`src/rtl/core/epast_pkg.sv`:
```
`timescale 1ns / 1ps
// Package for the encoder PLL angle and speed tracker.
// Widths, register indexes, reset values, FSM states and control structs.
// No dependencies.
package epast_pkg;

    localparam int COUNT_BITS   = 12;
    localparam int ANGLE_BITS   = 16;
    localparam int PHASE_BITS   = ANGLE_BITS + 16;
    localparam int SPEED_BITS   = 32;
    localparam int POS_BITS     = 40;
    localparam int PP_BITS      = 7;
    localparam int GAIN_BITS    = 16;
    localparam int LIMIT_BITS   = 31;
    localparam int MODE_BITS    = 2;
    localparam int CFG_IDX_BITS = 3;
    localparam int ANGLE_SHIFT  = ANGLE_BITS - COUNT_BITS;

    // operand widths of the shared multiplier
    localparam int MUL_A_BITS   = GAIN_BITS + 1;
    localparam int MUL_B_BITS   = PHASE_BITS;
    localparam int MUL_P_BITS   = MUL_A_BITS + MUL_B_BITS;

    // rounding divider for the predicted mechanical step, two bits per cycle
    localparam int DIV_BITS     = SPEED_BITS + 2 - 16;
    localparam int DIV_CYCLES   = DIV_BITS / 2;
    localparam int DIV_CNT_BITS = $clog2(DIV_CYCLES);

    localparam logic [MODE_BITS-1:0] MODE_TICK = 2'd0;
    localparam logic [MODE_BITS-1:0] MODE_LOAD = 2'd1;
    localparam logic [MODE_BITS-1:0] MODE_INIT = 2'd2;

    localparam logic [CFG_IDX_BITS-1:0] CFG_POLE_PAIRS    = 3'd0;
    localparam logic [CFG_IDX_BITS-1:0] CFG_COUNT_REVERSE = 3'd1;
    localparam logic [CFG_IDX_BITS-1:0] CFG_KP_GAIN       = 3'd2;
    localparam logic [CFG_IDX_BITS-1:0] CFG_KI_GAIN       = 3'd3;
    localparam logic [CFG_IDX_BITS-1:0] CFG_SPEED_LIMIT   = 3'd4;

    localparam logic [PP_BITS-1:0]    RST_POLE_PAIRS  = 7'd7;
    localparam logic [GAIN_BITS-1:0]  RST_KP_GAIN     = 16'd8192;
    localparam logic [GAIN_BITS-1:0]  RST_KI_GAIN     = 16'd256;
    localparam logic [LIMIT_BITS-1:0] RST_SPEED_LIMIT = 31'd268435456;

    typedef enum logic [3:0] {
        ST_IDLE,
        ST_DISPATCH,
        ST_INIT,
        ST_LOAD,
        ST_SAMPLE,
        ST_DIV,
        ST_PREDICT,
        ST_TRACK,
        ST_KI,
        ST_SPD,
        ST_PHASE,
        ST_DONE
    } state_t;

    typedef enum logic [1:0] {
        MUL_PP,
        MUL_KI,
        MUL_KP
    } mul_sel_t;

    typedef struct packed {
        logic     item_load;
        logic     mul_en;
        mul_sel_t mul_sel;
        logic     div_step;
        logic     init_write;
        logic     load_write;
        logic     sample_write;
        logic     predict_write;
        logic     track;
        logic     spd_write;
        logic     phase_write;
        logic     out_load;
    } dp_cmd_t;

    typedef struct packed {
        logic [MODE_BITS-1:0] mode;
        logic                 sample_valid;
    } dp_status_t;

    function automatic logic [ANGLE_BITS-1:0] count_to_angle(
        input logic [COUNT_BITS-1:0] count,
        input logic                  reverse
    );
        logic [COUNT_BITS-1:0] c;
        c = reverse ? (~count + COUNT_BITS'(1)) : count;
        return {c, {ANGLE_SHIFT{1'b0}}};
    endfunction

endpackage

```
`src/rtl/core/epast_ctrl.sv`:
```
`timescale 1ns / 1ps
// Sequencer of the tracker: steps the datapath through one request.
// Depends on epast_pkg.
module epast_ctrl (
    input  logic                   aclk,
    input  logic                   aresetn,
    input  logic                   s_valid,
    output logic                   s_ready,
    output logic                   m_valid,
    input  logic                   m_ready,
    input  epast_pkg::dp_status_t  status,
    output epast_pkg::dp_cmd_t     cmd
);
    import epast_pkg::*;

    state_t                  state_reg, state_next;
    logic [DIV_CNT_BITS-1:0] cnt_reg, cnt_next;
    logic                    m_valid_reg, m_valid_next;
    logic                    out_free;

    assign out_free = !m_valid_reg || m_ready;
    assign s_ready  = (state_reg == ST_IDLE);
    assign m_valid  = m_valid_reg;

    always_ff @(posedge aclk) begin
        if (!aresetn) begin
            state_reg   <= ST_IDLE;
            cnt_reg     <= '0;
            m_valid_reg <= 1'b0;
        end else begin
            state_reg   <= state_next;
            cnt_reg     <= cnt_next;
            m_valid_reg <= m_valid_next;
        end
    end

    always_comb begin
        state_next = state_reg;
        unique case (state_reg)
            ST_IDLE:     if (s_valid) state_next = ST_DISPATCH;
            ST_DISPATCH: begin
                priority if (status.mode == MODE_INIT) state_next = ST_INIT;
                else if (status.mode == MODE_LOAD) state_next = ST_LOAD;
                else if (status.mode == MODE_TICK) begin
                    state_next = status.sample_valid ? ST_SAMPLE : ST_DIV;
                end else state_next = ST_DONE;
            end
            ST_INIT:     state_next = ST_DONE;
            ST_LOAD:     state_next = ST_DONE;
            ST_SAMPLE:   state_next = ST_TRACK;
            ST_DIV:      if (cnt_reg == DIV_CNT_BITS'(DIV_CYCLES - 1)) state_next = ST_PREDICT;
            ST_PREDICT:  state_next = ST_TRACK;
            ST_TRACK:    state_next = ST_KI;
            ST_KI:       state_next = ST_SPD;
            ST_SPD:      state_next = ST_PHASE;
            ST_PHASE:    state_next = ST_DONE;
            ST_DONE:     if (out_free) state_next = ST_IDLE;
            default:     state_next = ST_IDLE;
        endcase
    end

    always_comb begin
        cmd          = '0;
        cmd.mul_sel  = MUL_PP;
        cnt_next     = cnt_reg;
        m_valid_next = m_valid_reg && !m_ready;
        unique case (state_reg)
            ST_IDLE:     cmd.item_load = s_valid;
            ST_DISPATCH: begin
                cmd.mul_en  = 1'b1;
                cmd.mul_sel = MUL_PP;
                cnt_next    = '0;
            end
            ST_INIT:     cmd.init_write = 1'b1;
            ST_LOAD:     cmd.load_write = 1'b1;
            ST_SAMPLE:   cmd.sample_write = 1'b1;
            ST_DIV: begin
                cmd.div_step = 1'b1;
                cnt_next     = cnt_reg + DIV_CNT_BITS'(1);
            end
            ST_PREDICT:  cmd.predict_write = 1'b1;
            ST_TRACK:    cmd.track = 1'b1;
            ST_KI: begin
                cmd.mul_en  = 1'b1;
                cmd.mul_sel = MUL_KI;
            end
            ST_SPD: begin
                cmd.spd_write = 1'b1;
                cmd.mul_en    = 1'b1;
                cmd.mul_sel   = MUL_KP;
            end
            ST_PHASE:    cmd.phase_write = 1'b1;
            ST_DONE: begin
                if (out_free) begin
                    cmd.out_load = 1'b1;
                    m_valid_next = 1'b1;
                end
            end
            default: ;
        endcase
    end

endmodule

```
`src/rtl/core/epast_dp.sv`:
```
`timescale 1ns / 1ps
// Datapath of the tracker: config registers, PLL and position state, shared
// multiplier, rounding divider and result registers. Depends on epast_pkg.
module epast_dp (
    input  logic                                    aclk,
    input  logic                                    aresetn,
    input  epast_pkg::dp_cmd_t                      cmd,
    output epast_pkg::dp_status_t                   status,
    input  logic                                    cfg_write,
    input  logic [epast_pkg::CFG_IDX_BITS-1:0]      cfg_index,
    input  logic [epast_pkg::LIMIT_BITS-1:0]        cfg_data,
    input  logic [epast_pkg::MODE_BITS-1:0]         s_mode,
    input  logic                                    s_sample_valid,
    input  logic [epast_pkg::COUNT_BITS-1:0]        s_raw_count,
    input  logic signed [epast_pkg::POS_BITS-1:0]   s_position_value,
    output logic [epast_pkg::ANGLE_BITS-1:0]        m_pll_angle_out,
    output logic signed [epast_pkg::SPEED_BITS-1:0] m_pll_speed_out,
    output logic [epast_pkg::ANGLE_BITS-1:0]        m_mech_angle_out,
    output logic signed [epast_pkg::POS_BITS-1:0]   m_position_out,
    output logic [epast_pkg::COUNT_BITS-1:0]        m_count_out
);
    import epast_pkg::*;

    // configuration
    logic [PP_BITS-1:0]    pole_pairs_reg;
    logic                  count_reverse_reg;
    logic [GAIN_BITS-1:0]  kp_gain_reg;
    logic [GAIN_BITS-1:0]  ki_gain_reg;
    logic [LIMIT_BITS-1:0] speed_limit_reg;

    // tracker state
    logic [PHASE_BITS-1:0]        pll_phase_reg;
    logic signed [SPEED_BITS-1:0] pll_speed_reg;
    logic [ANGLE_BITS-1:0]        shaft_angle_reg;
    logic [ANGLE_BITS-1:0]        prev_shaft_angle_reg;
    logic signed [POS_BITS-1:0]   turn_position_reg;
    logic [COUNT_BITS-1:0]        last_count_reg;

    // current request
    logic [MODE_BITS-1:0]       mode_reg;
    logic                       sample_valid_reg;
    logic [COUNT_BITS-1:0]      raw_count_reg;
    logic [ANGLE_BITS-1:0]      angle_in_reg;
    logic signed [POS_BITS-1:0] position_value_reg;

    // working registers
    logic [PHASE_BITS-1:0]        meas_reg;
    logic signed [PHASE_BITS-1:0] err_reg;
    logic signed [MUL_P_BITS-1:0] prod_reg;
    logic [DIV_BITS-1:0]          div_dq_reg, div_dq_next;
    logic [PP_BITS-1:0]           div_rem_reg, div_rem_next;
    logic                         div_neg_reg;

    logic [PP_BITS-1:0]           pp_eff;
    logic signed [MUL_A_BITS-1:0] mul_a;
    logic signed [MUL_B_BITS-1:0] mul_b;
    logic signed [MUL_P_BITS-1:0] mul_p;
    logic signed [DIV_BITS+15:0]  div_num;
    logic [DIV_BITS-1:0]          div_n1;
    logic [PP_BITS:0]             rem_s;
    logic [DIV_BITS-1:0]          quot;
    logic signed [ANGLE_BITS-1:0] delta;
    logic signed [POS_BITS:0]     pos_sum;
    logic signed [POS_BITS-1:0]   pos_sat;
    logic signed [SPEED_BITS:0]   spd_sum;
    logic signed [SPEED_BITS:0]   lim_ext;
    logic signed [SPEED_BITS-1:0] spd_clamped;
    logic signed [PHASE_BITS-1:0] kp_term;

    assign pp_eff = (pole_pairs_reg == '0) ? PP_BITS'(1) : pole_pairs_reg;

    assign status.mode         = mode_reg;
    assign status.sample_valid = sample_valid_reg;

    always_ff @(posedge aclk) begin
        if (!aresetn) begin
            pole_pairs_reg    <= RST_POLE_PAIRS;
            count_reverse_reg <= 1'b0;
            kp_gain_reg       <= RST_KP_GAIN;
            ki_gain_reg       <= RST_KI_GAIN;
            speed_limit_reg   <= RST_SPEED_LIMIT;
        end else if (cfg_write) begin
            unique case (cfg_index)
                CFG_POLE_PAIRS:    pole_pairs_reg    <= cfg_data[PP_BITS-1:0];
                CFG_COUNT_REVERSE: count_reverse_reg <= cfg_data[0];
                CFG_KP_GAIN:       kp_gain_reg       <= cfg_data[GAIN_BITS-1:0];
                CFG_KI_GAIN:       ki_gain_reg       <= cfg_data[GAIN_BITS-1:0];
                CFG_SPEED_LIMIT:   speed_limit_reg   <= cfg_data;
                default: ;
            endcase
        end
    end

    // multiplier operands
    always_comb begin
        unique case (cmd.mul_sel)
            MUL_PP: begin
                mul_a = MUL_A_BITS'(pp_eff);
                mul_b = MUL_B_BITS'(angle_in_reg);
            end
            MUL_KI: begin
                mul_a = MUL_A_BITS'(ki_gain_reg);
                mul_b = err_reg;
            end
            MUL_KP: begin
                mul_a = MUL_A_BITS'(kp_gain_reg);
                mul_b = err_reg;
            end
            default: begin
                mul_a = '0;
                mul_b = '0;
            end
        endcase
    end
    assign mul_p = mul_a * mul_b;

    // speed / (pole_pairs * 2^16), rounded: floor(floor(num / 2^16) / pp)
    assign div_num = (DIV_BITS+16)'(pll_speed_reg)
                   + (DIV_BITS+16)'({pp_eff, 15'b0});
    assign div_n1  = div_num[DIV_BITS+15:16];

    always_comb begin
        div_dq_next  = div_dq_reg;
        div_rem_next = div_rem_reg;
        rem_s        = '0;
        for (int i = 0; i < 2; i++) begin
            rem_s = {div_rem_next, div_dq_next[DIV_BITS-1]};
            if (rem_s >= {1'b0, pp_eff}) begin
                div_rem_next = PP_BITS'(rem_s - {1'b0, pp_eff});
                div_dq_next  = {div_dq_next[DIV_BITS-2:0], 1'b1};
            end else begin
                div_rem_next = rem_s[PP_BITS-1:0];
                div_dq_next  = {div_dq_next[DIV_BITS-2:0], 1'b0};
            end
        end
    end
    assign quot = div_neg_reg ? ~div_dq_reg : div_dq_reg;

    // position tracking with saturation
    assign delta   = signed'(shaft_angle_reg - prev_shaft_angle_reg);
    assign pos_sum = (POS_BITS+1)'(turn_position_reg) + (POS_BITS+1)'(delta);
    assign pos_sat = (pos_sum[POS_BITS] != pos_sum[POS_BITS-1])
                   ? (pos_sum[POS_BITS] ? {1'b1, {(POS_BITS-1){1'b0}}}
                                        : {1'b0, {(POS_BITS-1){1'b1}}})
                   : pos_sum[POS_BITS-1:0];

    // speed integration with clamp
    assign lim_ext = (SPEED_BITS+1)'(speed_limit_reg);
    assign spd_sum = (SPEED_BITS+1)'(pll_speed_reg)
                   + (SPEED_BITS+1)'(signed'(prod_reg[SPEED_BITS+15:16]));
    always_comb begin
        priority if (spd_sum > lim_ext) spd_clamped = SPEED_BITS'(lim_ext);
        else if (spd_sum < -lim_ext)    spd_clamped = SPEED_BITS'(-lim_ext);
        else                            spd_clamped = spd_sum[SPEED_BITS-1:0];
    end
    assign kp_term = prod_reg[PHASE_BITS+15:16];

    always_ff @(posedge aclk) begin
        if (!aresetn) begin
            pll_phase_reg        <= '0;
            pll_speed_reg        <= '0;
            shaft_angle_reg      <= '0;
            prev_shaft_angle_reg <= '0;
            turn_position_reg    <= '0;
            last_count_reg       <= '0;
        end else begin
            if (cmd.init_write) begin
                last_count_reg       <= raw_count_reg;
                shaft_angle_reg      <= angle_in_reg;
                prev_shaft_angle_reg <= angle_in_reg;
                turn_position_reg    <= POS_BITS'(angle_in_reg);
                pll_phase_reg        <= {prod_reg[ANGLE_BITS-1:0], 16'b0};
            end
            if (cmd.load_write) begin
                turn_position_reg    <= position_value_reg;
                prev_shaft_angle_reg <= shaft_angle_reg;
            end
            if (cmd.sample_write) begin
                last_count_reg  <= raw_count_reg;
                shaft_angle_reg <= angle_in_reg;
            end
            if (cmd.predict_write) begin
                shaft_angle_reg <= shaft_angle_reg + quot[ANGLE_BITS-1:0];
            end
            if (cmd.track) begin
                turn_position_reg    <= pos_sat;
                prev_shaft_angle_reg <= shaft_angle_reg;
            end
            if (cmd.spd_write) begin
                pll_speed_reg <= spd_clamped;
            end
            if (cmd.phase_write) begin
                pll_phase_reg <= pll_phase_reg + PHASE_BITS'(pll_speed_reg)
                               + PHASE_BITS'(kp_term);
            end
        end
    end

    always_ff @(posedge aclk) begin
        if (cmd.item_load) begin
            mode_reg           <= s_mode;
            sample_valid_reg   <= s_sample_valid;
            raw_count_reg      <= s_raw_count;
            angle_in_reg       <= count_to_angle(s_raw_count, count_reverse_reg);
            position_value_reg <= s_position_value;
            div_neg_reg        <= div_n1[DIV_BITS-1];
            div_dq_reg         <= div_n1[DIV_BITS-1] ? ~div_n1 : div_n1;
            div_rem_reg        <= '0;
        end else if (cmd.div_step) begin
            div_dq_reg  <= div_dq_next;
            div_rem_reg <= div_rem_next;
        end
        if (cmd.sample_write) begin
            meas_reg <= {prod_reg[ANGLE_BITS-1:0], 16'b0};
        end
        if (cmd.predict_write) begin
            meas_reg <= pll_phase_reg + PHASE_BITS'(pll_speed_reg);
        end
        if (cmd.track) begin
            err_reg <= signed'(meas_reg - pll_phase_reg);
        end
        if (cmd.mul_en) begin
            prod_reg <= mul_p;
        end
        if (cmd.out_load) begin
            m_pll_angle_out  <= pll_phase_reg[PHASE_BITS-1:16];
            m_pll_speed_out  <= pll_speed_reg;
            m_mech_angle_out <= shaft_angle_reg;
            m_position_out   <= turn_position_reg;
            m_count_out      <= last_count_reg;
        end
    end

endmodule

```
`src/rtl/core/encoder_pll_angle_speed_tracker.sv`:
```
`timescale 1ns / 1ps
// Encoder PLL angle and speed tracker. A tick request takes an optional
// 12-bit encoder count and updates the electrical angle, PLL speed, mechanical
// angle, saturating multi-turn position and last count; every request returns
// all of them. The work is serial: one shared multiplier is used for pole
// pairs, ki and kp in turn. A tick without a fresh count adds the rounding
// division of speed by pole pairs, done two quotient bits per cycle. One
// request is in work at a time; a finished result waits in an output register,
// so the next request is taken while it is held.
// Configuration writes are always accepted (cfg_ready is tied high) and must
// only be issued while the block is idle. Depends on epast_pkg, epast_ctrl,
// epast_dp.
module encoder_pll_angle_speed_tracker (
    input  logic                                    aclk,
    input  logic                                    aresetn,
    input  logic                                    cfg_valid,
    output logic                                    cfg_ready,
    input  logic [epast_pkg::CFG_IDX_BITS-1:0]      cfg_index,
    input  logic [epast_pkg::LIMIT_BITS-1:0]        cfg_data,
    input  logic                                    s_valid,
    output logic                                    s_ready,
    input  logic [epast_pkg::MODE_BITS-1:0]         s_mode,
    input  logic                                    s_sample_valid,
    input  logic [epast_pkg::COUNT_BITS-1:0]        s_raw_count,
    input  logic signed [epast_pkg::POS_BITS-1:0]   s_position_value,
    output logic                                    m_valid,
    input  logic                                    m_ready,
    output logic [epast_pkg::ANGLE_BITS-1:0]        m_pll_angle_out,
    output logic signed [epast_pkg::SPEED_BITS-1:0] m_pll_speed_out,
    output logic [epast_pkg::ANGLE_BITS-1:0]        m_mech_angle_out,
    output logic signed [epast_pkg::POS_BITS-1:0]   m_position_out,
    output logic [epast_pkg::COUNT_BITS-1:0]        m_count_out
);
    import epast_pkg::*;

    dp_cmd_t    cmd;
    dp_status_t status;

    assign cfg_ready = 1'b1;

    epast_ctrl u_ctrl (
        .aclk    (aclk),
        .aresetn (aresetn),
        .s_valid (s_valid),
        .s_ready (s_ready),
        .m_valid (m_valid),
        .m_ready (m_ready),
        .status  (status),
        .cmd     (cmd)
    );

    epast_dp u_dp (
        .aclk             (aclk),
        .aresetn          (aresetn),
        .cmd              (cmd),
        .status           (status),
        .cfg_write        (cfg_valid && cfg_ready),
        .cfg_index        (cfg_index),
        .cfg_data         (cfg_data),
        .s_mode           (s_mode),
        .s_sample_valid   (s_sample_valid),
        .s_raw_count      (s_raw_count),
        .s_position_value (s_position_value),
        .m_pll_angle_out  (m_pll_angle_out),
        .m_pll_speed_out  (m_pll_speed_out),
        .m_mech_angle_out (m_mech_angle_out),
        .m_position_out   (m_position_out),
        .m_count_out      (m_count_out)
    );

endmodule

```
`config.mk`:
```
export PLATFORM = sky130hd
export DESIGN_NAME = encoder_pll_angle_speed_tracker
export DESIGN_NICKNAME = d
export VERILOG_FILES = /design/src/rtl/core/epast_pkg.sv /design/src/rtl/core/epast_ctrl.sv /design/src/rtl/core/epast_dp.sv /design/src/rtl/core/encoder_pll_angle_speed_tracker.sv
export SDC_FILE = /design/constraint.sdc
export NUM_CORES = 2
export LEC_CHECK = 0
export BUFFER_PORTS_ARGS = -buffer_cell sky130_fd_sc_hd__buf_2
export CAP_MARGIN = 20
export CORE_MARGIN = 10
export CORE_UTILIZATION = 27
export DETAILED_ROUTE_END_ITERATION = 10
export SLEW_MARGIN = 20
export SYNTH_ARGS = -nofsm -noshare
export SYNTH_HDL_FRONTEND = slang
export SYNTH_HIERARCHICAL = 1
export SYNTH_SLANG_ARGS = --single-unit
```
`constraint.sdc`:
```
create_clock -name aclk -period 10.15 [get_ports aclk]
set_input_delay 1.015 -clock aclk [delete_from_list [all_inputs] [get_ports aclk]]
set_output_delay 1.015 -clock aclk [all_outputs]
set_load 0.05 [all_outputs]
```
Word level (Yosys, flattened, before mapping)
Cells that the tools add are included.

word-level totals
  input bits = 94
  logic and storage cells = 153
  bits in registers = 549

operators by class
  mux-type cells = 53
  eq/ne operators = 24
  add/subtract/negate cells = 13
  reduce and logical (&&, ||, !) cells = 25
  bitwise logic cells = 3
  magnitude comparators = 4
  multipliers = 1

operators by type and width
  operator            number
  $mux 40             5
  $mux 32             6
  $mux 16             6
  $add 32x32->32      2
  $pmux 32 s2         1
  $mux 18             3
  $mul 17x32->48      1
  $pmux 16 s3         1
  $add 40x16->41      1
  $mux 12             3
  $pmux 4 s9          1
  $add 32x23->33      1
  $add 32x32->33      1
  $gt 33x32->1        1
  $lt 33x33->1        1
  $neg 31->33         1
  $sub 32x32->32      1
  $mux 4              6
  $mux 7              3
  $eq 4x4->1 const B  5
  $not 18->18         1
  $add 16x16->16      1
  $eq 4x3->1 const B  4
  $ge 8x7->1          2
  other kinds (32)    65

Longest topological paths before layout
  depth after elaboration = 8
  gate-level depth with buffers = 36

Modules after synthesis
Netlist, hierarchy kept.

modules (own cells, without submodules)
  module                           sequential area each (µm²)  times used  area each (µm²)  cells each
  epast_dp                         13923.4                     1           50599.8          5615
  epast_ctrl                       180.2                       1           639.4            86
  encoder_pll_angle_speed_tracker  0.0                         1           11.3             2

Worst setup path before layout
Ideal clock, no wire load.

  path kind = register to register
  start = reg u_ctrl.state_reg[1]
  end = reg u_dp.prod_reg[46], data pin
  buffers on the path = 6
  stages on the path, launching flop included = 35
  clock period less this slack = 8.252 ns
  slack = 1.898 ns
  arrival = 8.045 ns
  cell sequence = dfxtp_1 -> buf_2 -> nor2_1 -> and3_1 -> buf_4 -> ha_1 -> clkbuf_1 -> a222oi_1 -> clkbuf_1 -> or2_2 -> clkbuf_1 -> clkbuf_1 -> nor2_1 -> fa_1 -> inv_1 -> fa_1 -> fa_1 -> inv_1 -> fa_1 -> fa_1 -> inv_1 -> fa_1 -> inv_1 -> ha_1 -> a21o_1 -> a21o_1 -> a21oi_1 -> nor2b_1 -> o21ai_0 -> a211o_1 -> a21oi_1 -> o41ai_2 -> o21ai_2 -> mux2i_1 -> a2111oi_0

RTL lines
  what                    line              RTL
  from (decl)             epast_ctrl.sv:16  state_t state_reg, state_next;
  from (signal assigned)  epast_ctrl.sv:31  state_reg <= state_next;
  to (signal assigned)    epast_dp.sv:223   prod_reg <= mul_p;
  to (decl)               epast_dp.sv:49    logic signed [MUL_P_BITS-1:0] prod_reg;

==> flow_summary.toml <==
[outcome]
outcome = "finished clean"

[worst_setup_path]
timing.critical_path.mode_cell = "fa_1"
crit_path_end_kind = "flip-flop"
critical_path_arrival_ns = 10.01
crit-reg2reg-capture = "u_dp/prod_reg[46]"
cp_max_stage_delay_ns = 0.88
reg2regPathDepth = 28
cp.required_ns = 10.61
crit_type = "reg -> reg"
critical_path_slowest_stage_cell = "a22oi_1"
timing.critical_path.buf_inv = 6
r2r_start = "u_ctrl/state_reg[1]"
crit_fanout = 25
worst_path_dominant_cell_family = "adder cells"
startpoint_type = "flip-flop"
ff2ff_setup_slack_ns = 0.61

[layout]
final_common_cell = "inv_1"
post_route_cells_drive_above_1_share_pct = 8.72
layout-area-overhead-vs-synth_pct = 11.6
layout.filler_cells = 19800
final_cell_mix = "inv_1 (823), nand2_1 (651), nor2_1 (514)"
final_nets = 6810
ff_latch_area_mm2 = 0.0141
largest_register_ffs = 48
multiInputGateArea_mm2 = 0.0332
n_antenna_cell = 0

[synth]
synth_largest_area_cell = "fa_1"
synthCells = 5703
yosys.area_share.simple_pct = 14.8
ys_async_sr_fraction_pct = 0
synth-xor-area-share_pct = 5.01
yosysSeqAreaShare_pct = 27.5
fraction_of_the_mapped_netlist_area_in_compound_gates_pct = 14.4
synth.mux.area_fraction_pct = 1.32
synthDistinctLibCells = 97
ys_ff_latch = 548
synthesis.yosys.warnings = 6
yosys_most_used_dff = "edfxtp_1"
main_combinational_cell_family_by_area_after_synthesis = "adder cells"
synth_enable_flop_cells = 313
largest_cells_by_area_after_synthesis = "fa_1 (19%), edfxtp_1 (18%), ha_1 (9.8%)"
mappedNetlistNets = 6691
synth_area_per_cell_um2 = 8.99
synthesis.area_mm2 = 0.0513
synthAdderAreaFrac_pct = 29.1
yosys.area.top_type_share_pct = 19.3

[sta]
holdWs_ns = 0.428
timing.final.hold_violations = 0
maxSlewHeadroom_pct = 27.3
sum_neg_setup_slack_ns = 0
final-setup-viol-count = 0
period_minus_slack_ns = 9.54
clock-skew-final_ns = 0.0563
max_freq_mhz = 105
slew_viol_final = 0
rsz_0062_raised_after_global_routing = "no"
post_route_clock_period_utilization_pct = 94.0
tightestPinTransition_ns = 1.09
fin_ws_ns = 0.607

[floorplan]
die-area_mm2 = 0.208
floorplan_core_area_mm2 = 0.188
placementRows = 159
io_pins = 213
floorplan.initialDensity_pct = 27.2
fp.dieW_um = 456
chip_height_um = 456

[routing]
drc = 0
drt_pre_antenna_iters = 7
antenna_violating_nets_post_route = 0
met2_length_um = 82200
wl_met3_um = 10300
routed_via_density = 4.99
route.detailed.wl_per_inst_um = 20.3
dr_total_vias = 41700
drt-initial-drc-count = 3529
final_wirelength_um = 170000
met1_length_um = 70700
routed.top_layer = "met5"

[global_route]
globalRouteOverflowTotal = 0
grt_antenna_before_repair = 6
global_route_wire_length_before_repair_um = 257000
grt_pass1_vias = 41900
grt_start_max_net_pins = 118
grtUsageTotal_pct = 15.8

[clock_network]
cts-hold-fix-buffers = 0
cts.sink_count = 548
tritoncts = "built"
cts-htree-levels = 2
clockRootBuffer = "clkbuf_16"
postCtsResizedCells = 0
clk_pin_slew_ns = 0.06
cts_buffers = 59
clockBufferDepth = 3
insertion_delay_ns = 0.70
number_of_buffers_added_for_setup_after_cts = 0

[placement]
io_buffer_count = 211
post-place-ws_ns = 0.744
gp_congestion = 0.956
detailed_place_hpwl_um = 136000

[hold_path]
hold_depth = 0
whs_endpoint = "u_dp/m_count_out[5]"
hold_path_startpoint = "u_dp/last_count_reg[5]"
worst_min_delay_path_category = "reg -> reg"

[job]
drv.max_cap_violation_count = 0

[power_and_ir_drop]
p_sw_mw = 10.0
power_frac_comb_pct = 69.5
p_clk_share_pct = 11.7
power_per_cell_area_mw_per_mm2 = 334
peakVddDrop_mv = 0.414
p_leak_nw = 24.9
sequentialPowerShare_pct = 18.8
internal_power_mw = 9.08
swShare_pct = 52.4
==> synthesized netlist by cell type, types with 46 or more instances <==
master / count
a211oi_1: 58
a21o_1: 115
a21oi_1: 392
and2_1: 54
clkbuf_1: 193
dfxtp_1: 235
edfxtp_1: 313
fa_1: 494
ha_1: 400
inv_1: 823
nand2_1: 651
nand2b_1: 46
nand3_1: 102
nor2_1: 519
nor2b_1: 57
nor3_1: 65
o21ai_0: 224
xnor2_1: 194
xor2_1: 99
==> kinds of logic (layout without fill, tap and decap cells) <==
group | after synthesis | after routing
XOR/XNOR | 293 | 293
multiplexers | 63 | 63
adder cells (fa/ha/maj) | 894 | 894
buffers and inverters | 1060 | 1230
AO/OA/AOI/OAI | 1155 | 1155
flip-flops | 548 | 548
other | 1 | 1
AND/OR/NAND/NOR | 1689 | 1689
==> how the worst max path moves through the flow <==
stage	startpoint	to	slack, ns	depth (start not counted)
floorplan	u_ctrl/state_reg[1]	u_dp/prod_reg[46]	1.90	34
global placement	u_ctrl/state_reg[1]	u_dp/prod_reg[47]	0.98	30
detailed placement	u_ctrl/state_reg[1]	u_dp/prod_reg[46]	0.74	28
CTS	u_ctrl/state_reg[1]	u_dp/prod_reg[46]	0.65	28
global route	u_ctrl/state_reg[1]	u_dp/prod_reg[47]	0.06	30
finish	u_ctrl/state_reg[1]	u_dp/prod_reg[46]	0.61	28
==> power groups by stage <==
stage          Sequential, mW  Clock (mW)  Combinational, mW
2_1_floorplan            3.41           0               9.13
3_3_place_gp             3.64           0               12.9
3_5_place_dp             3.64           0               13.0
4_1_cts                  3.60        2.29               13.1
5_1_grt                  3.62        2.37               14.6
6_report                 3.59        2.24               13.3
==> layout make-up <==
type,count,area share (%)
multi-input combinational,4095,58.1
clock buffer,72,2.75
tap,2495,5.46
sequential,548,24.7
timing repair buffer,292,2.94
inverter,826,5.42
clock inverter,40,0.707
==> metal layers <==
layer | vias to the layer above | GRT usage [%]
li1 | 19300 | -
met2 | 1400 | 27.2
met3 | 308 | 2.31
met5 | - | 0
met4 | 4 | 5.78
met1 | 20700 | 19.9
==> per-stage QoR <==
stage               cells  utilization (%)  total power [mW]  area [um2]
finish               8368             30.4              19.1       57200
global route         8368             30.4              20.6       57200
CTS                  8368             30.4              19.0       57200
detailed placement   8256             29.3              16.6       55200
global placement     8255             29.3              16.5       55200
floorplan            5703                -              12.5       51300
No activity file was read; power rests on OpenSTA's default activity.
